`config.mk`:
```
export PLATFORM = sky130hd
export DESIGN_NAME = day_of_week_julian_gregorian_top
export DESIGN_NICKNAME = d
export VERILOG_FILES = /design/src/hdl/dowjg_pkg.sv /design/src/hdl/day_of_week_julian_gregorian_top.sv
export SDC_FILE = /design/constraint.sdc
export NUM_CORES = 1
export LEC_CHECK = 0
export ABC_CLOCK_PERIOD_IN_PS = 9400
export BUFFER_PORTS_ARGS = -buffer_cell sky130_fd_sc_hd__buf_4
export CORE_MARGIN = 5
export CORE_UTILIZATION = 65
export CTS_CLUSTER_SIZE = 40
export DETAILED_ROUTE_END_ITERATION = 10
export PLACE_DENSITY = 0.83
export SYNTH_ARGS = -nofsm -noshare
export SYNTH_HDL_FRONTEND = slang
export SYNTH_SLANG_ARGS = --single-unit
```
`constraint.sdc`:
```
create_clock -name clk_i -period 9.4 [get_ports clk_i]
set_input_delay 0.94 -clock clk_i [delete_from_list [all_inputs] [get_ports clk_i]]
set_output_delay 0.94 -clock clk_i [all_outputs]
set_load 0.01 [all_outputs]
```
`src/hdl/dowjg_pkg.sv`:
```
// Shared types, constants and month tables for the weekday pipeline.
package dowjg_pkg;

  localparam int unsigned YearW = 14;
  localparam int unsigned MonthW = 4;
  localparam int unsigned DayW = 5;
  localparam int unsigned WdayW = 3;

  localparam logic [YearW-1:0] SwitchYear = 14'd1752;
  localparam logic [YearW-1:0] MaxYear = 14'd9999;
  localparam logic [MonthW-1:0] MonthSep = 4'd9;
  localparam logic [DayW-1:0] LastJulianDay = 5'd2;
  localparam logic [DayW-1:0] FirstGregDay = 5'd14;

  // floor(y / 100) == (y * Recip100) >> Recip100Shift for every 14-bit y
  localparam int unsigned ProdW = 27;
  localparam logic [ProdW-1:0] Recip100 = 27'd5243;
  localparam int unsigned Recip100Shift = 19;
  localparam int unsigned Q100W = 8;

  // day sums stay below 2^15
  localparam int unsigned SumW = 15;

  typedef struct packed {
    logic [YearW-1:0]  year;
    logic [MonthW-1:0] month;
    logic [DayW-1:0]   day;
  } in_word_t;

  typedef struct packed {
    logic             valid_res;
    logic [WdayW-1:0] weekday;
  } out_word_t;

  // days in month, common year; 0 for codes outside 1..12
  function automatic logic [DayW-1:0] month_len(input logic [MonthW-1:0] m);
    logic [DayW-1:0] len;
    case (m)
      4'd1, 4'd3, 4'd5, 4'd7, 4'd8, 4'd10, 4'd12: len = 5'd31;
      4'd4, 4'd6, 4'd9, 4'd11: len = 5'd30;
      4'd2: len = 5'd28;
      default: len = 5'd0;
    endcase
    return len;
  endfunction

  // weekday offset of the first of each month
  function automatic logic [WdayW-1:0] month_off(input logic [MonthW-1:0] m);
    logic [WdayW-1:0] off;
    case (m)
      4'd1: off = 3'd0;
      4'd2: off = 3'd3;
      4'd3: off = 3'd2;
      4'd4: off = 3'd5;
      4'd5: off = 3'd0;
      4'd6: off = 3'd3;
      4'd7: off = 3'd5;
      4'd8: off = 3'd1;
      4'd9: off = 3'd4;
      4'd10: off = 3'd6;
      4'd11: off = 3'd2;
      4'd12: off = 3'd4;
      default: off = 3'd0;
    endcase
    return off;
  endfunction

endpackage

```
`src/hdl/day_of_week_julian_gregorian_top.sv`:
```
// Top level: three-stage weekday pipeline with the 1752 calendar switch.
//
// Usage
//   Input channel carries one date word (year, month, day) per accepted
//   cycle: in_valid_i high and in_stall_o low. Output channel carries one
//   result word (valid_res, weekday) per date, accepted when out_valid_o
//   is high and out_stall_i low. Results leave in input order.
// Pipeline
//   An accepted date passes the stage 1, stage 2 and output registers in
//   order. One date per cycle while in_stall_o is low; three register stages:
//   reciprocal multiply for /100, day-count sum, then mod-7 fold.
// Stall
//   The stages move together. When a result waits at the output under
//   out_stall_i, the whole pipe holds and in_stall_o rises; bubbles
//   never block input, so an empty output stage keeps in_stall_o low.
// Reset
//   rst_ni (async, active low) clears all stage valid bits; data
//   registers are not reset.
// Invalid dates (bad month, day 0, day past month end, year above 9999,
// 3..13 September 1752) come out with valid_res 0 and weekday 0.
module day_of_week_julian_gregorian_top (
  input  logic                 clk_i,
  input  logic                 rst_ni,
  input  logic                 in_valid_i,
  output logic                 in_stall_o,
  input  dowjg_pkg::in_word_t  in_data_i,
  output logic                 out_valid_o,
  input  logic                 out_stall_i,
  output dowjg_pkg::out_word_t out_data_o
);
  import dowjg_pkg::*;

  // global advance: hold only when a result sits unread at the output
  logic adv;
  assign adv = !out_valid_o || !out_stall_i;
  assign in_stall_o = !adv;

  // ---------------- stage 1: checks, borrow, /100 product ----------------
  logic              s1_v_q;
  logic [YearW-1:0]  s1_year_q;
  logic [MonthW-1:0] s1_month_q;
  logic [DayW-1:0]   s1_day_q;
  logic              s1_borrow_q;   // Jan/Feb count from the previous year
  logic              s1_range_ok_q;
  logic              s1_julian_q;
  logic              s1_gap_q;
  logic [ProdW-1:0]  s1_prod_q;

  logic s1_range_ok_d, s1_julian_d, s1_gap_d, is_sw_year;

  always_comb begin
    is_sw_year = (in_data_i.year == SwitchYear);
    s1_range_ok_d = (in_data_i.year <= MaxYear) && (in_data_i.month != '0) &&
                    (in_data_i.month <= 4'd12) && (in_data_i.day != '0);
    s1_julian_d = (in_data_i.year < SwitchYear) ||
                  (is_sw_year && ((in_data_i.month < MonthSep) ||
                   ((in_data_i.month == MonthSep) && (in_data_i.day <= LastJulianDay))));
    s1_gap_d = is_sw_year && (in_data_i.month == MonthSep) &&
               (in_data_i.day > LastJulianDay) && (in_data_i.day < FirstGregDay);
  end

  always_ff @(posedge clk_i or negedge rst_ni) begin
    if (!rst_ni) begin
      s1_v_q <= 1'b0;
    end else if (adv) begin
      s1_v_q <= in_valid_i;
    end
  end

  always_ff @(posedge clk_i) begin
    if (adv) begin
      s1_year_q     <= in_data_i.year;
      s1_month_q    <= in_data_i.month;
      s1_day_q      <= in_data_i.day;
      s1_borrow_q   <= (in_data_i.month < 4'd3);
      s1_range_ok_q <= s1_range_ok_d;
      s1_julian_q   <= s1_julian_d;
      s1_gap_q      <= s1_gap_d;
      s1_prod_q     <= ProdW'(in_data_i.year) * Recip100;
    end
  end

  // ---------------- stage 2: leap, length check, day sum ----------------
  logic            s2_v_q;
  logic            s2_ok_q;
  logic [SumW-1:0] s2_sum_q;

  logic [Q100W-1:0] q100, qg;
  logic             zero100, leap;
  logic [DayW:0]    len;
  logic [SumW-1:0]  yy_j, yy_g, sum_j, sum_g, off_w, day_w;
  logic             s2_ok_d;

  always_comb begin
    q100 = s1_prod_q[Recip100Shift +: Q100W];
    zero100 = ({1'b0, s1_year_q} == (SumW'(q100) * SumW'(100)));
    leap = (s1_year_q[1:0] == 2'b00) &&
           ((s1_year_q < SwitchYear) || !zero100 || (q100[1:0] == 2'b00));
    len = {1'b0, month_len(s1_month_q)} +
          (DayW+1)'((s1_month_q == 4'd2) && leap);
    s2_ok_d = s1_range_ok_q && !s1_gap_q && ({1'b0, s1_day_q} <= len);

    off_w = SumW'(month_off(s1_month_q));
    day_w = SumW'(s1_day_q);

    // Julian: 28 years added keeps the count non-negative for year 0
    yy_j = SumW'(s1_year_q) + SumW'(28) - SumW'(s1_borrow_q);
    sum_j = yy_j + (yy_j >> 2) + off_w + day_w + SumW'(5);

    // Gregorian: floor((y-b)/100) drops by one only at a century year
    yy_g = SumW'(s1_year_q) - SumW'(s1_borrow_q);
    qg = q100 - Q100W'(s1_borrow_q && zero100);
    sum_g = yy_g + (yy_g >> 2) + SumW'(qg >> 2) - SumW'(qg) + off_w + day_w;
  end

  always_ff @(posedge clk_i or negedge rst_ni) begin
    if (!rst_ni) begin
      s2_v_q <= 1'b0;
    end else if (adv) begin
      s2_v_q <= s1_v_q;
    end
  end

  always_ff @(posedge clk_i) begin
    if (adv) begin
      s2_ok_q  <= s2_ok_d;
      s2_sum_q <= s1_julian_q ? sum_j : sum_g;
    end
  end

  // ---------------- stage 3: mod 7 and output register ----------------
  // 8 == 1 mod 7, so summing octal digits preserves the residue
  logic      out_v_q;
  out_word_t out_q;

  logic [5:0]       fold1;
  logic [3:0]       fold2;
  logic [WdayW-1:0] fold3, wd;

  always_comb begin
    fold1 = 6'(s2_sum_q[2:0]) + 6'(s2_sum_q[5:3]) + 6'(s2_sum_q[8:6]) +
            6'(s2_sum_q[11:9]) + 6'(s2_sum_q[14:12]);
    fold2 = 4'(fold1[2:0]) + 4'(fold1[5:3]);
    fold3 = fold2[2:0] + WdayW'(fold2[3]);
    wd = (fold3 == 3'd7) ? 3'd0 : fold3;
  end

  always_ff @(posedge clk_i or negedge rst_ni) begin
    if (!rst_ni) begin
      out_v_q <= 1'b0;
    end else if (adv) begin
      out_v_q <= s2_v_q;
    end
  end

  always_ff @(posedge clk_i) begin
    if (adv) begin
      out_q.valid_res <= s2_ok_q;
      out_q.weekday   <= s2_ok_q ? wd : '0;
    end
  end

  assign out_valid_o = out_v_q;
  assign out_data_o  = out_q;

endmodule

```
# Yosys cells after proc, flatten, opt, wreduce, memory -nomap -nowiden
# Memories as Yosys holds them, arrays and structs flattened. A register that Yosys moved wholly into a read port is not among the register bits.
# Index checks and enable logic that the tools add are counted.
# classes
add_sub_neg	20
multipliers	2
n_lt_le_gt_ge	10
n_eq_ne	5
mux	3
bitwise	1
n_reduce_logical	28
# op_table
op	count
$add A15 B13 Y15	2
$add A15 B3 Y15	2
$add A15 B5 Y15	2
$lt A14 B11 Y1 const B	2
$mul A14 B13 Y27 const B	1
$add A14 B5 Y15 const B	1
$add A15 B3 Y15 const B	1
$add A15 B6 Y15	1
$eq A14 B15 Y1	1
$mux W15	1
$sub A14 B1 Y15	1
$sub A15 B1 Y15	1
$sub A15 B8 Y15	1
$eq A14 B11 Y1 const B	1
$le A14 B14 Y1 const B	1
$logic_and A1 B1 Y1	13
$mul A8 B5 Y13 const B	1
$add A3 B3 Y4	2
$mux W4	2
$sub A8 B1 Y8	1
$add A5 B1 Y6	1
$add A5 B3 Y6	1
$add A6 B3 Y6	1
$le A5 B6 Y1	1
other kinds (18)	27
# totals
reg_bits	77
mem_bits_ro	128
input_bits	27
out_inout_bits	6
wordCells	86
memories	2
# memory_table
name	depth	word_bits	read_ports	rd_clocked_by_memory_dff	wr	line_no	source
(name not given)	16	5	1	1	0	dowjg_pkg.sv:38	case (m)
(name not given)	16	3	1	1	0	dowjg_pkg.sv:50	case (m)

# Longest topological paths before layout
# depth
word_depth	10
ltp_mapped	32
depth_no_buf	32

# Least setup slack after synthesis
# OpenSTA, ideal clock, no wires.
# synth_timing
kind	register -> register
from	register s1_prod_q[21]
to	register s2_sum_q[14] (data pin)
setup_time_ps	268
t_arrival_ps	7166
required_time_ps	9132
slack_ps	1966
path_stages_with_launch	31
n_path_buf	0
synth_period_minus_slack_ps	7434
path_cell_list	edfxtp_1 > inv_1 > ha_1 > ha_1 > fa_1 > ha_1 > a21o_1 > a21o_1 > a2111oi_0 > nor3_1 > xnor2_1 > and4_1 > and2_1 > ha_1 > nor2b_1 > xnor2_1 > ha_1 > xnor2_1 > fa_1 > fa_1 > inv_1 > ha_1 > fa_1 > a21o_1 > a21oi_1 > nor2b_1 > o41ai_2 > a21oi_1 > o41ai_1 > xnor2_1 > mux2i_1
# synth_between
elab_chain_cells	9
# synth_lines
item	line_no	source
start, declared	day_of_week_julian_gregorian_top.sv:47	logic [ProdW-1:0] s1_prod_q;
start signal, assigned	day_of_week_julian_gregorian_top.sv:79	s1_prod_q <= ProdW'(in_data_i.year) * Recip100;
$mul A8 B5 Y13	day_of_week_julian_gregorian_top.sv:96	zero100 = ({1'b0, s1_year_q} == (SumW'(q100) * SumW'(100)));
$eq A14 B15 Y1	day_of_week_julian_gregorian_top.sv:96	
$logic_and A1 B1 Y1	day_of_week_julian_gregorian_top.sv:112	qg = q100 - Q100W'(s1_borrow_q && zero100);
$sub A8 B1 Y8 (*)	day_of_week_julian_gregorian_top.sv:112	
$add A15 B6 Y15	day_of_week_julian_gregorian_top.sv:113	sum_g = yy_g + (yy_g >> 2) + SumW'(qg >> 2) - SumW'(qg) + off_w + day_w;
$sub A15 B8 Y15 (*)	day_of_week_julian_gregorian_top.sv:113	
$add A15 B3 Y15 (*)	day_of_week_julian_gregorian_top.sv:113	
$add A15 B5 Y15 (*)	day_of_week_julian_gregorian_top.sv:113	
$mux W15 (*)	day_of_week_julian_gregorian_top.sv:127	s2_sum_q <= s1_julian_q ? sum_j : sum_g;
end signal, assigned	day_of_week_julian_gregorian_top.sv:127	
end, declared	day_of_week_julian_gregorian_top.sv:86	logic [SumW-1:0] s2_sum_q;
# Every way passes the cells marked *; elsewhere a longest branch is shown, timed or not.
# A chain may end at the register's enable or synchronous reset.

# Worst setup path after layout
# layout_timing
from	register s1_prod_q[20]
to	register s2_sum_q[14] (data pin)
# Same word-level chain as after synthesis.

==> results.toml <==
[status]
outcome = "complete, no violations"

[timing]
finalMaxSlewViolations = 0
fin_crit_ns = 8.224
finalCritPeriodShare = 0.8749
worstMarginPinSlew_ns = 0.8037
fmax_ghz = 0.1216
relSlewSlack = 0.4642
tns_ns = 0
skew_ns = 0.004330
grt_setup_unrepaired = "no"
hold_viol = 0
report.final.setup_viol = 0

[logic_synthesis]
synth_edf_count = 55
syn_area_per_cell_um2 = 10.26
ys_types = 68
syn_area_um2 = 10990
ys_seq_area_frac = 0.1681
synth_ff_type = "edfxtp_1"
ys_seq_elements = 64
yosysWarnings = 0
synthArstFlopShare = 0.04688
synth_largest_area_cell = "ha_1"
syn-num-nets = 1483
postSynthCellCount = 1071
synth_top_area_share = 0.3245
netlist_top_cells_area = "ha_1, fa_1, edfxtp_1, inv_1, xnor2_1"

[placed_design]
gp_congestion = 0.9228
io_buffers = 32
place_area_um2 = 11480
dp_hpwl_mm = 18.64
dp.cells = 1317

[critical_path]
end_kind = "flop"
cp-start-kind = "flop"
r2r_cells = 31
r2r-end = "s2_sum_q[14]"
crit_family = "adder cells"
crit_fanout = 6
critical_path_required_ns = 9.48
regToRegSetupSlack_ns = 1.18
cp.buffers_inverters = 2
crit_type = "flop to flop"
cp.arrival_ns = 8.30
r2r_start = "s1_prod_q[20]"
cp_common_cell = "ha_1"
cpPeakStageDelay_ns = 0.55
critical-path-slowest-cell = "fa_1"

[global_route]
gr-total-overflow = 0
antenna_found_initial = 0
grt_max_degree = 65
grt_pass1_vias = 8311
grt_usage = 0.2370
grt_pass1_wl_mm = 38.05

[floorplanning]
die_area_um2 = 19600
ios = 33
start_util = 0.6626
core_um2 = 16580
die_w_um = 140.0
die_h_um = 140.0
row_count = 47

[final_layout]
syn2layout_area_growth_pct = 7.106
design_area_um2 = 11770
antenna_cells = 0
fin_util = 0.7097
final_cells = 1333
layout-drive-gt1-share = 0.06289
n_fill_cell = 1168
layout_common_cells = "ha_1, inv_1, fa_1, xnor2_1, edfxtp_1"
nets = 1520
layout_commonest_cell = "ha_1"

[min_path]
hp-class = "primary input to async pin"

[clock_network]
cts_root_buf = "clkbuf_16"
cts.path.max_buffers = 2
cts.sinks = 64
cts_made_buffers = 9
clkTransAtPathRegs_ns = 0.06
clk_latency_ns = 0.34
cts_resized = 0
htree_levels = 3
cts_tree = "built"
post_cts_buffers = 0
hold_buffers = 0

[routing]
drc = 0
final_antenna_net_count = 0
drt-initial-drc-count = 343
drtPass1Iterations = 5
num_vias = 7586
wl_mm = 22.10
wl_per_cell_um = 16.58
avgViaCountPerCell = 5.691

[flow_run]
max_cap_viol_count = 0
layout make-up:
cell class | count | area (um2) | area share
clock buffers | 11 | 252.7 | 0.02148
clock inverters | 5 | 37.54 | 0.003189
inverters | 213 | 799.5 | 0.06794
multi-input cells | 786 | 8302 | 0.7054
flip-flops and latches | 64 | 1847 | 0.1569
well taps | 220 | 275.3 | 0.02339
repair buffers | 34 | 255.2 | 0.02169
how the worst max path moves through the flow:
stage,startpoint,end,slack (ns),depth (start not counted)
6_report,s1_prod_q[20],s2_sum_q[14],1.18,31
5_1_grt,s1_prod_q[22],s2_sum_q[14],0.61,30
4_1_cts,s1_prod_q[21],s2_sum_q[14],1.20,30
3_5_place_dp,s1_prod_q[21],s2_sum_q[14],1.37,30
3_3_place_gp,s1_prod_q[21],s2_sum_q[14],1.56,30
2_1_floorplan,s1_prod_q[21],s2_sum_q[14],1.97,30
cells by family (layout without fill, tap and decap cells):
kind of cell,count (synthesis),in the layout,synth area share
muxes,11,11,0.01048
DFF,64,64,0.1681
adders and majority gates,386,386,0.5076
and+or+nand+nor,149,149,0.07310
xor gates and xnor gates,92,92,0.07333
AOI/OAI and AO/OA,148,148,0.09075
buffers and inverters,221,263,0.07663
through the flow:
step                      hold slack (ns)  setup slack [ns]
after global placement             0.4412             1.555
after floorplan                    0.4305             1.966
after CTS                          0.3749             1.198
after detailed placement           0.4435             1.368
final                              0.3821             1.176
after global routing               0.3769            0.6118
Yosys cell counts, types with 8 or more instances:
cell,count
nor2b_1,12
nand2_1,34
nand2b_1,10
fa_1,100
o21ai_1,8
o21ai_0,19
nand3_1,19
a21o_1,19
a21oi_1,42
nor3_1,11
and3_1,8
inv_1,212
nor2_1,24
edfxtp_1,55
ha_1,285
xnor2_1,63
xor2_1,29
worst reg2reg max path: cells and delay by family (launching register included):
family,cells,cell delay [ns]
mux,1,0.08
flops,1,0.49
fa+ha+maj,9,3.13
compound gates,9,2.16
xor+xnor,4,0.89
simple gates,6,1.04
buf+inv,2,0.17
state kept, by name, summed over array words and instances, names as in the netlist, 3 cells and up, named ones only:
| signal | flops |
|---|---|
| s2_sum_q | 15 |
| s1_year_q | 14 |
| s1_prod_q | 8 |
| s1_day_q | 5 |
| out_data_o | 4 |
| s1_month_q | 4 |
| off_w | 3 |
per-layer routing:
layer,vias up,global-route usage,part of all wire
met5,-,0,0
li1,3705,-,-
met1,3675,0.2728,0.40
met2,145,0.4467,0.53
met3,61,0.02795,0.026
met4,0,0.09230,0.037
Power is left out: the tool's default activity adds up to more than one toggle a clock period on the data nets, which glitch-free logic cannot reach.
